### config.mk
export PLATFORM = sky130hd
export DESIGN_NAME = timed_multichannel_led_blinker
export DESIGN_NICKNAME = d
export VERILOG_FILES = /design/src/hw/rtl/tmlb_pkg.sv /design/src/hw/rtl/timed_multichannel_led_blinker.sv
export VERILOG_INCLUDE_DIRS = /design/src /design/src/hw/rtl
export SDC_FILE = /design/constraint.sdc
export NUM_CORES = 2
export LEC_CHECK = 0
export CORE_ASPECT_RATIO = 0.9
export CORE_MARGIN = 3
export CORE_UTILIZATION = 65
export DETAILED_ROUTE_END_ITERATION = 8
export DONT_BUFFER_PORTS = 1
export PLACE_DENSITY = 0.81
export SYNTH_ARGS = -nofsm -noshare
export SYNTH_HDL_FRONTEND = slang
export SYNTH_SLANG_ARGS = --single-unit
### constraint.sdc
create_clock -name aclk -period 11.7 [get_ports aclk]
set_clock_uncertainty 0.15 [all_clocks]
set_input_delay 1.17 -clock aclk [delete_from_list [all_inputs] [get_ports aclk]]
set_output_delay 1.17 -clock aclk [all_outputs]
set_load 0.1 [all_outputs]
### src/hw/rtl/timed_multichannel_led_blinker_assert.svh
// assertion macros for the indicator blinker
`ifndef TIMED_MULTICHANNEL_LED_BLINKER_ASSERT_SVH
`define TIMED_MULTICHANNEL_LED_BLINKER_ASSERT_SVH

// implication checked on every rising clock edge, held off while in reset
`define TMLB_ASSERT_IMPL(label, ante, cons, msg) \
    label: assert property (@(posedge aclk) disable iff (!aresetn) (ante) |-> (cons)) \
        else $error(msg);

// implication whose consequence is checked in the cycle after the antecedent
`define TMLB_ASSERT_NEXT(label, ante, cons, msg) \
    label: assert property (@(posedge aclk) disable iff (!aresetn) (ante) |=> (cons)) \
        else $error(msg);

`endif

### src/hw/rtl/tmlb_pkg.sv
`default_nettype none

package tmlb_pkg;

    // channel layout
    localparam int NUM_CHAN        = 8;
    localparam int GROUP_A_LAST    = 2;
    localparam int GROUP_B_LAST    = 5;
    localparam int WARN_FIRST_CHAN = 3;

    // counter width default
    localparam int COUNT_WIDTH_DEF = 16;

    // configuration port
    localparam int CFG_WIDTH      = 16;
    localparam int CFG_ADDR_WIDTH = 3;

    typedef enum logic [CFG_ADDR_WIDTH-1:0] {
        REG_GROUP_A_DURATION = 3'd0,
        REG_GROUP_B_DURATION = 3'd1,
        REG_GROUP_C_DURATION = 3'd2,
        REG_BLINK_HALF       = 3'd3,
        REG_WARN_HALF        = 3'd4
    } cfg_reg_t;

    // register reset values
    localparam logic [CFG_WIDTH-1:0] GROUP_A_DURATION_RST = 16'd10000;
    localparam logic [CFG_WIDTH-1:0] GROUP_B_DURATION_RST = 16'd10000;
    localparam logic [CFG_WIDTH-1:0] GROUP_C_DURATION_RST = 16'd15000;
    localparam logic [CFG_WIDTH-1:0] BLINK_HALF_RST       = 16'd500;
    localparam logic [CFG_WIDTH-1:0] WARN_HALF_RST        = 16'd300;

    // item commands
    localparam int CMD_WIDTH = 2;

    typedef enum logic [CMD_WIDTH-1:0] {
        CMD_TICK    = 2'd0,
        CMD_TRIGGER = 2'd1,
        CMD_CLEAR   = 2'd2
    } cmd_t;

    // stream widths
    localparam int CHAN_WIDTH     = 3;
    localparam int S_TDATA_WIDTH  = 8;
    localparam int M_TDATA_WIDTH  = 24;
    localparam int M_FIELDS_WIDTH = 2 * NUM_CHAN + 2;

endpackage

`default_nettype wire

### src/hw/rtl/timed_multichannel_led_blinker.sv
// A result item is shown in the cycle after its input item is accepted.
// Throughput: one item per cycle while s_tready is high; all eight channel
// counters, the warning light and the link light update side by side in the accept cycle.
// s_tready drops only while a result waits in the output register.
// Reset (aresetn low, synchronous): all channels and lights dark and inactive,
// counters zero, registers back to 10000, 10000, 15000, 500, 300 ms.
`default_nettype none

`include "timed_multichannel_led_blinker_assert.svh"

module timed_multichannel_led_blinker
    import tmlb_pkg::*;
#(
    parameter int COUNT_WIDTH = COUNT_WIDTH_DEF
) (
    input  wire logic                      aclk,
    input  wire logic                      aresetn,

    // configuration write port
    input  wire logic                      cfg_we,
    input  wire logic [CFG_ADDR_WIDTH-1:0] cfg_addr,
    input  wire logic [CFG_WIDTH-1:0]      cfg_data,

    // input items
    input  wire logic                      s_tvalid,
    output logic                           s_tready,
    input  wire logic [S_TDATA_WIDTH-1:0]  s_tdata,  // [2:0] channel, [3] link_up
    input  wire logic [CMD_WIDTH-1:0]      s_tuser,  // [1:0] command

    // result items
    output logic                           m_tvalid,
    input  wire logic                      m_tready,
    output logic [M_TDATA_WIDTH-1:0]       m_tdata   // [7:0] lamps, [15:8] active_mask,
                                                     // [16] warning_lamp, [17] link_lamp
);

    localparam int CMP_W = (COUNT_WIDTH > CFG_WIDTH) ? COUNT_WIDTH : CFG_WIDTH;

    // configuration registers
    logic [CFG_WIDTH-1:0] dur_a_reg, dur_b_reg, dur_c_reg;
    logic [CFG_WIDTH-1:0] blink_half_reg, warn_half_reg;

    // channel and light state
    logic [NUM_CHAN-1:0]    active_reg, active_next;
    logic [NUM_CHAN-1:0]    lit_reg, lit_next;
    logic [COUNT_WIDTH-1:0] since_start_reg  [NUM_CHAN];
    logic [COUNT_WIDTH-1:0] since_start_next [NUM_CHAN];
    logic [COUNT_WIDTH-1:0] since_toggle_reg  [NUM_CHAN];
    logic [COUNT_WIDTH-1:0] since_toggle_next [NUM_CHAN];
    logic                   warn_active_reg, warn_active_next;
    logic                   warn_lit_reg, warn_lit_next;
    logic [COUNT_WIDTH-1:0] warn_cnt_reg, warn_cnt_next;
    logic                   link_lit_reg, link_lit_next;

    // output register
    logic                     m_tvalid_reg;
    logic [M_TDATA_WIDTH-1:0] m_tdata_reg;

    logic                  s_accept;
    cmd_t                  cmd;
    logic [CHAN_WIDTH-1:0] chan_sel;
    logic                  link_up;

    // saturating increment at the all-ones value
    function automatic logic [COUNT_WIDTH-1:0] count_up(input logic [COUNT_WIDTH-1:0] c);
        return (c == {COUNT_WIDTH{1'b1}}) ? c : c + 1'b1;
    endfunction

    assign s_tready = !m_tvalid_reg || m_tready;
    assign s_accept = s_tvalid && s_tready;
    assign cmd      = cmd_t'(s_tuser);
    assign chan_sel = s_tdata[CHAN_WIDTH-1:0];
    assign link_up  = s_tdata[CHAN_WIDTH];

    // configuration writes
    always_ff @(posedge aclk) begin
        if (!aresetn) begin
            dur_a_reg      <= GROUP_A_DURATION_RST;
            dur_b_reg      <= GROUP_B_DURATION_RST;
            dur_c_reg      <= GROUP_C_DURATION_RST;
            blink_half_reg <= BLINK_HALF_RST;
            warn_half_reg  <= WARN_HALF_RST;
        end else if (cfg_we) begin
            case (cfg_reg_t'(cfg_addr))
                REG_GROUP_A_DURATION: dur_a_reg      <= cfg_data;
                REG_GROUP_B_DURATION: dur_b_reg      <= cfg_data;
                REG_GROUP_C_DURATION: dur_c_reg      <= cfg_data;
                REG_BLINK_HALF:       blink_half_reg <= cfg_data;
                REG_WARN_HALF:        warn_half_reg  <= cfg_data;
                default: ;
            endcase
        end
    end

    // next state for one item
    always_comb begin
        logic [CFG_WIDTH-1:0]   dur;
        logic [COUNT_WIDTH-1:0] ss;
        logic [COUNT_WIDTH-1:0] st;
        logic                   any_alert;

        active_next      = active_reg;
        lit_next         = lit_reg;
        since_start_next = since_start_reg;
        since_toggle_next = since_toggle_reg;
        warn_active_next = warn_active_reg;
        warn_lit_next    = warn_lit_reg;
        warn_cnt_next    = warn_cnt_reg;
        link_lit_next    = link_lit_reg;
        dur              = dur_a_reg;
        ss               = '0;
        st               = '0;
        any_alert        = 1'b0;

        case (cmd)
            CMD_TICK: begin
                // channel counters, end of blink, toggles
                for (int i = 0; i < NUM_CHAN; i++) begin
                    if (i <= GROUP_A_LAST)      dur = dur_a_reg;
                    else if (i <= GROUP_B_LAST) dur = dur_b_reg;
                    else                        dur = dur_c_reg;
                    ss = count_up(since_start_reg[i]);
                    st = count_up(since_toggle_reg[i]);
                    if (active_reg[i]) begin
                        since_start_next[i]  = ss;
                        since_toggle_next[i] = st;
                        if (CMP_W'(ss) >= CMP_W'(dur)) begin
                            active_next[i] = 1'b0;
                            lit_next[i]    = 1'b0;
                        end else if (CMP_W'(st) >= CMP_W'(blink_half_reg)) begin
                            lit_next[i]          = !lit_reg[i];
                            since_toggle_next[i] = '0;
                        end
                    end
                end

                // warning light follows the later channels
                any_alert = |active_next[NUM_CHAN-1:WARN_FIRST_CHAN];
                if (!any_alert) begin
                    warn_active_next = 1'b0;
                    warn_lit_next    = 1'b0;
                end else begin
                    if (!warn_active_reg) begin
                        warn_active_next = 1'b1;
                        warn_lit_next    = 1'b1;
                        warn_cnt_next    = '0;
                    end else begin
                        warn_cnt_next = count_up(warn_cnt_reg);
                    end
                    if (CMP_W'(warn_cnt_next) >= CMP_W'(warn_half_reg)) begin
                        warn_lit_next = !warn_lit_next;
                        warn_cnt_next = '0;
                    end
                end

                link_lit_next = link_up;
            end
            CMD_TRIGGER: begin
                active_next[chan_sel]       = 1'b1;
                lit_next[chan_sel]          = 1'b1;
                since_start_next[chan_sel]  = '0;
                since_toggle_next[chan_sel] = '0;
            end
            CMD_CLEAR: begin
                active_next      = '0;
                lit_next         = '0;
                warn_active_next = 1'b0;
                warn_lit_next    = 1'b0;
            end
            default: ;
        endcase
    end

    // state update on an accepted item
    always_ff @(posedge aclk) begin
        if (!aresetn) begin
            active_reg      <= '0;
            lit_reg         <= '0;
            warn_active_reg <= 1'b0;
            warn_lit_reg    <= 1'b0;
            warn_cnt_reg    <= '0;
            link_lit_reg    <= 1'b0;
            for (int i = 0; i < NUM_CHAN; i++) begin
                since_start_reg[i]  <= '0;
                since_toggle_reg[i] <= '0;
            end
        end else if (s_accept) begin
            active_reg       <= active_next;
            lit_reg          <= lit_next;
            warn_active_reg  <= warn_active_next;
            warn_lit_reg     <= warn_lit_next;
            warn_cnt_reg     <= warn_cnt_next;
            link_lit_reg     <= link_lit_next;
            since_start_reg  <= since_start_next;
            since_toggle_reg <= since_toggle_next;
        end
    end

    // result register
    always_ff @(posedge aclk) begin
        if (!aresetn) begin
            m_tvalid_reg <= 1'b0;
        end else if (s_accept) begin
            m_tvalid_reg <= 1'b1;
        end else if (m_tready) begin
            m_tvalid_reg <= 1'b0;
        end
    end

    always_ff @(posedge aclk) begin
        if (s_accept) begin
            m_tdata_reg <= {(M_TDATA_WIDTH - M_FIELDS_WIDTH)'(0),
                            link_lit_next, warn_lit_next, active_next, lit_next};
        end
    end

    assign m_tvalid = m_tvalid_reg;
    assign m_tdata  = m_tdata_reg;

    // checks on the block state
    `TMLB_ASSERT_IMPL(a_lit_needs_active, 1'b1, (lit_reg & ~active_reg) == '0,
        "channel lit while inactive")
    `TMLB_ASSERT_IMPL(a_warn_lit_needs_active, warn_lit_reg, warn_active_reg,
        "warning lit while inactive")
    `TMLB_ASSERT_IMPL(a_warn_follows_chans, warn_active_reg,
        |active_reg[NUM_CHAN-1:WARN_FIRST_CHAN], "warning active with no alert channel")
    `TMLB_ASSERT_NEXT(a_clear_darkens, s_accept && (s_tuser == CMD_CLEAR),
        (active_reg == '0) && !warn_active_reg && (m_tdata[16:0] == '0),
        "clear item left something lit")

endmodule

`default_nettype wire

==> impl_metrics.toml <==
[synthesis]
avgSynthCellArea_um2 = 7.80
synth_seq_cells = 390
dominantRegCellSynth = "dfxtp_1"
ys_warn_count = 0
yosysUniqueCellTypes = 79
synth-edff-count = 18
syn_area_um2 = 26800
yosysSeqAreaShare_pct = 29.8
syn-instance-count = 3434
async_flop_share_pct = 0

[die]
die_x_um = 220
io_pins = 60
rows = 69
start_util_pct = 66.8
die_y_um = 199
core_um2 = 40100
die-area_um2 = 43700

[clock_network]
clock-sinks = 390
cts_resized = 0
htreeDepth = 2
cts_tree = "yes"
clockBufferDepth = 3
cts_buffers = 44
postCtsHoldBufs = 0
clock_latency_ns = 0.58
root_buffer = "clkbuf_16"
cts.clk_slew.worst_paths_ns = 0.06
cts_setup_buffers = 0

[route]
drt_first_pass_iters = 5
drc_errors = 0
vias = 26100
dr.max_layer_used = "met4"
ant_nets = 0
wl_met2_um = 34700
routed_wl_um = 79200
wl_per_cell_um = 20.3
routed-wl-met3_um = 7680
met1_length_um = 32700
viasPerCell = 6.68
drt_iter0_markers = 2620

[timing]
hold_violations = 0
period_share_pct = 49.8
rsz0062_at_grt = "no"
fin_ws_ns = 5.87
finalMaxSlewViolations = 0
post-route-min-period_ns = 5.83
setup_viol = 0
fin_setup_tns_ns = 0
fmax_ghz = 0.172
relSlewSlack_pct = 4.43
worst_pin_slew_ns = 1.40

[grt]
grt.overflow.total = 0
antenna_found_initial = 1
grt_max_degree = 150
grtUsageTotal_pct = 35.5
grt_pass1_vias = 24600
grt_pass1_wl_um = 125000

[placement]
port_buffers = 0
post-place-ws_ns = 6.13
dp_hpwl_um = 55200
gp_congestion = 0.963

[finish]
layout_commonest_cell = "nand2_1"
antennaDiodeCount = 0
nets = 3669
drive_gt1_share_pct = 4.44
area_growth_pct = 6.60
final_cell_mix = "nand2_1, dfxtp_1, nor2_1"

[power_and_ir_drop]
p_comb_share_pct = 5.0
irDropWorstVdd_v = 0.000122
powerDensity_nw_per_um2 = 107
pwr-share-clk_pct = 49.3
seq_power_share_pct = 45.7
p_total_uw = 3070
p_switching_uw = 754
p_sw_share_pct = 24.6
leakagePower_uw = 0.0115
p_int_uw = 2310

[critical_path]
path_class = "reg2reg"
rr_worst_depth = 15
path_max_fanout = 17
cp.arrival_ns = 6.16
crit_required_ns = 12.03
crit_path_end_kind = "flop"
startpoint_type = "flop"

[worst_hold_path]
whs_path_depth = 2
hold_path_class = "reg2reg"

[outcome]
status = "finished, final reports clean"

[job]
maxCapViolations = 0
[layout make-up]
| class | count | area (µm²) |
|---|---|---|
| timing repair buffer | 14 | 118 |
| clock inverter | 19 | 282 |
| sequential | 390 | 7990 |
| tap | 532 | 666 |
| clock buffer | 60 | 1270 |
| inverter | 115 | 437 |
| multi-input combinational | 2781 | 17800 |
| fill | 3176 | 11500 |
[metrics by stage]
step                cells  utilization (%)  hold WS [ns]  instance area [µm²]
floorplan            3439                -         0.286                26800
global placement     3832             67.4         0.291                27000
detailed placement   3832             67.4         0.296                27000
CTS                  3911             71.3         0.305                28500
global route         3911             71.3         0.321                28500
finish               3911             71.3         0.305                28500
[power by group through the flow]
stage               Clock, µW  Combinational [µW]  Sequential [µW]
CTS                      1520                 149             1400
floorplan                   0                 114             1430
global placement            0                 142             1430
global route             1570                 166             1400
finish                   1510                 153             1400
detailed placement          0                 148             1430
[cells in the mapped netlist, types with 22 or more instances]
master | number | area [µm²]
and4_1 | 29 | 254
nand2_1 | 454 | 1700
ha_1 | 289 | 3620
and3_1 | 53 | 332
nor3_1 | 80 | 400
nand4_1 | 87 | 544
nand3_1 | 170 | 851
xnor2_1 | 118 | 1030
nand2b_1 | 40 | 250
and2_1 | 33 | 206
nor2b_1 | 25 | 156
clkbuf_1 | 129 | 484
o21a_1 | 34 | 255
mux2_2 | 35 | 394
a21o_1 | 45 | 338
o211ai_1 | 36 | 270
o31ai_1 | 25 | 188
a21oi_1 | 254 | 1270
dfxtp_1 | 372 | 7450
inv_1 | 114 | 428
a22oi_1 | 97 | 728
a31oi_1 | 62 | 388
nor2_1 | 352 | 1320
o21ai_0 | 167 | 836
xor2_1 | 50 | 438
or3_1 | 22 | 138
[worst max-delay path, cell delays in order, from the launching register on]
cell and delay (ns):
dfxtp_1 0.49, nand4_1 0.31, nor4_2 0.65, nand3b_1 0.47, nand2b_1 0.44, nor2_1 0.12
xnor2_1 0.17, ha_1 0.30, nand2_1 0.07, nor3_1 0.16, a21oi_1 0.11, o41ai_2 0.73
nor2_1 0.17, nor2_1 0.95, a21oi_1 0.17, a311oi_1 0.28
[kinds of logic after synthesis]
family	after synthesis	share of synthesized area [%]
and+or+nand+nor	1423	25.2
AOI/OAI and AO/OA	851	20.3
DFF	390	29.8
adders and majority gates	289	13.5
buffers and inverters	268	3.91
xor gates and xnor gates	168	5.49
muxes	44	1.81
other	1	0.0140
[per-layer routing]
layer / up-vias / global-route usage (%)
li1: 12300 / -
met2: 1303 / 56.5
met4: 0 / 18.3
met1: 12200 / 46.5
met3: 270 / 6.11
met5: - / 0
[worst paths after layout]
path	start	to	slack, ns
min	blink_half_reg[11]	blink_half_reg[11]	0.31
max	since_start_reg[35]	since_toggle_reg[36]	5.87
max reg2reg	since_start_reg[35]	since_toggle_reg[36]	5.87
min reg2reg	blink_half_reg[11]	blink_half_reg[11]	0.31
Power figures use the tool's default switching activity.
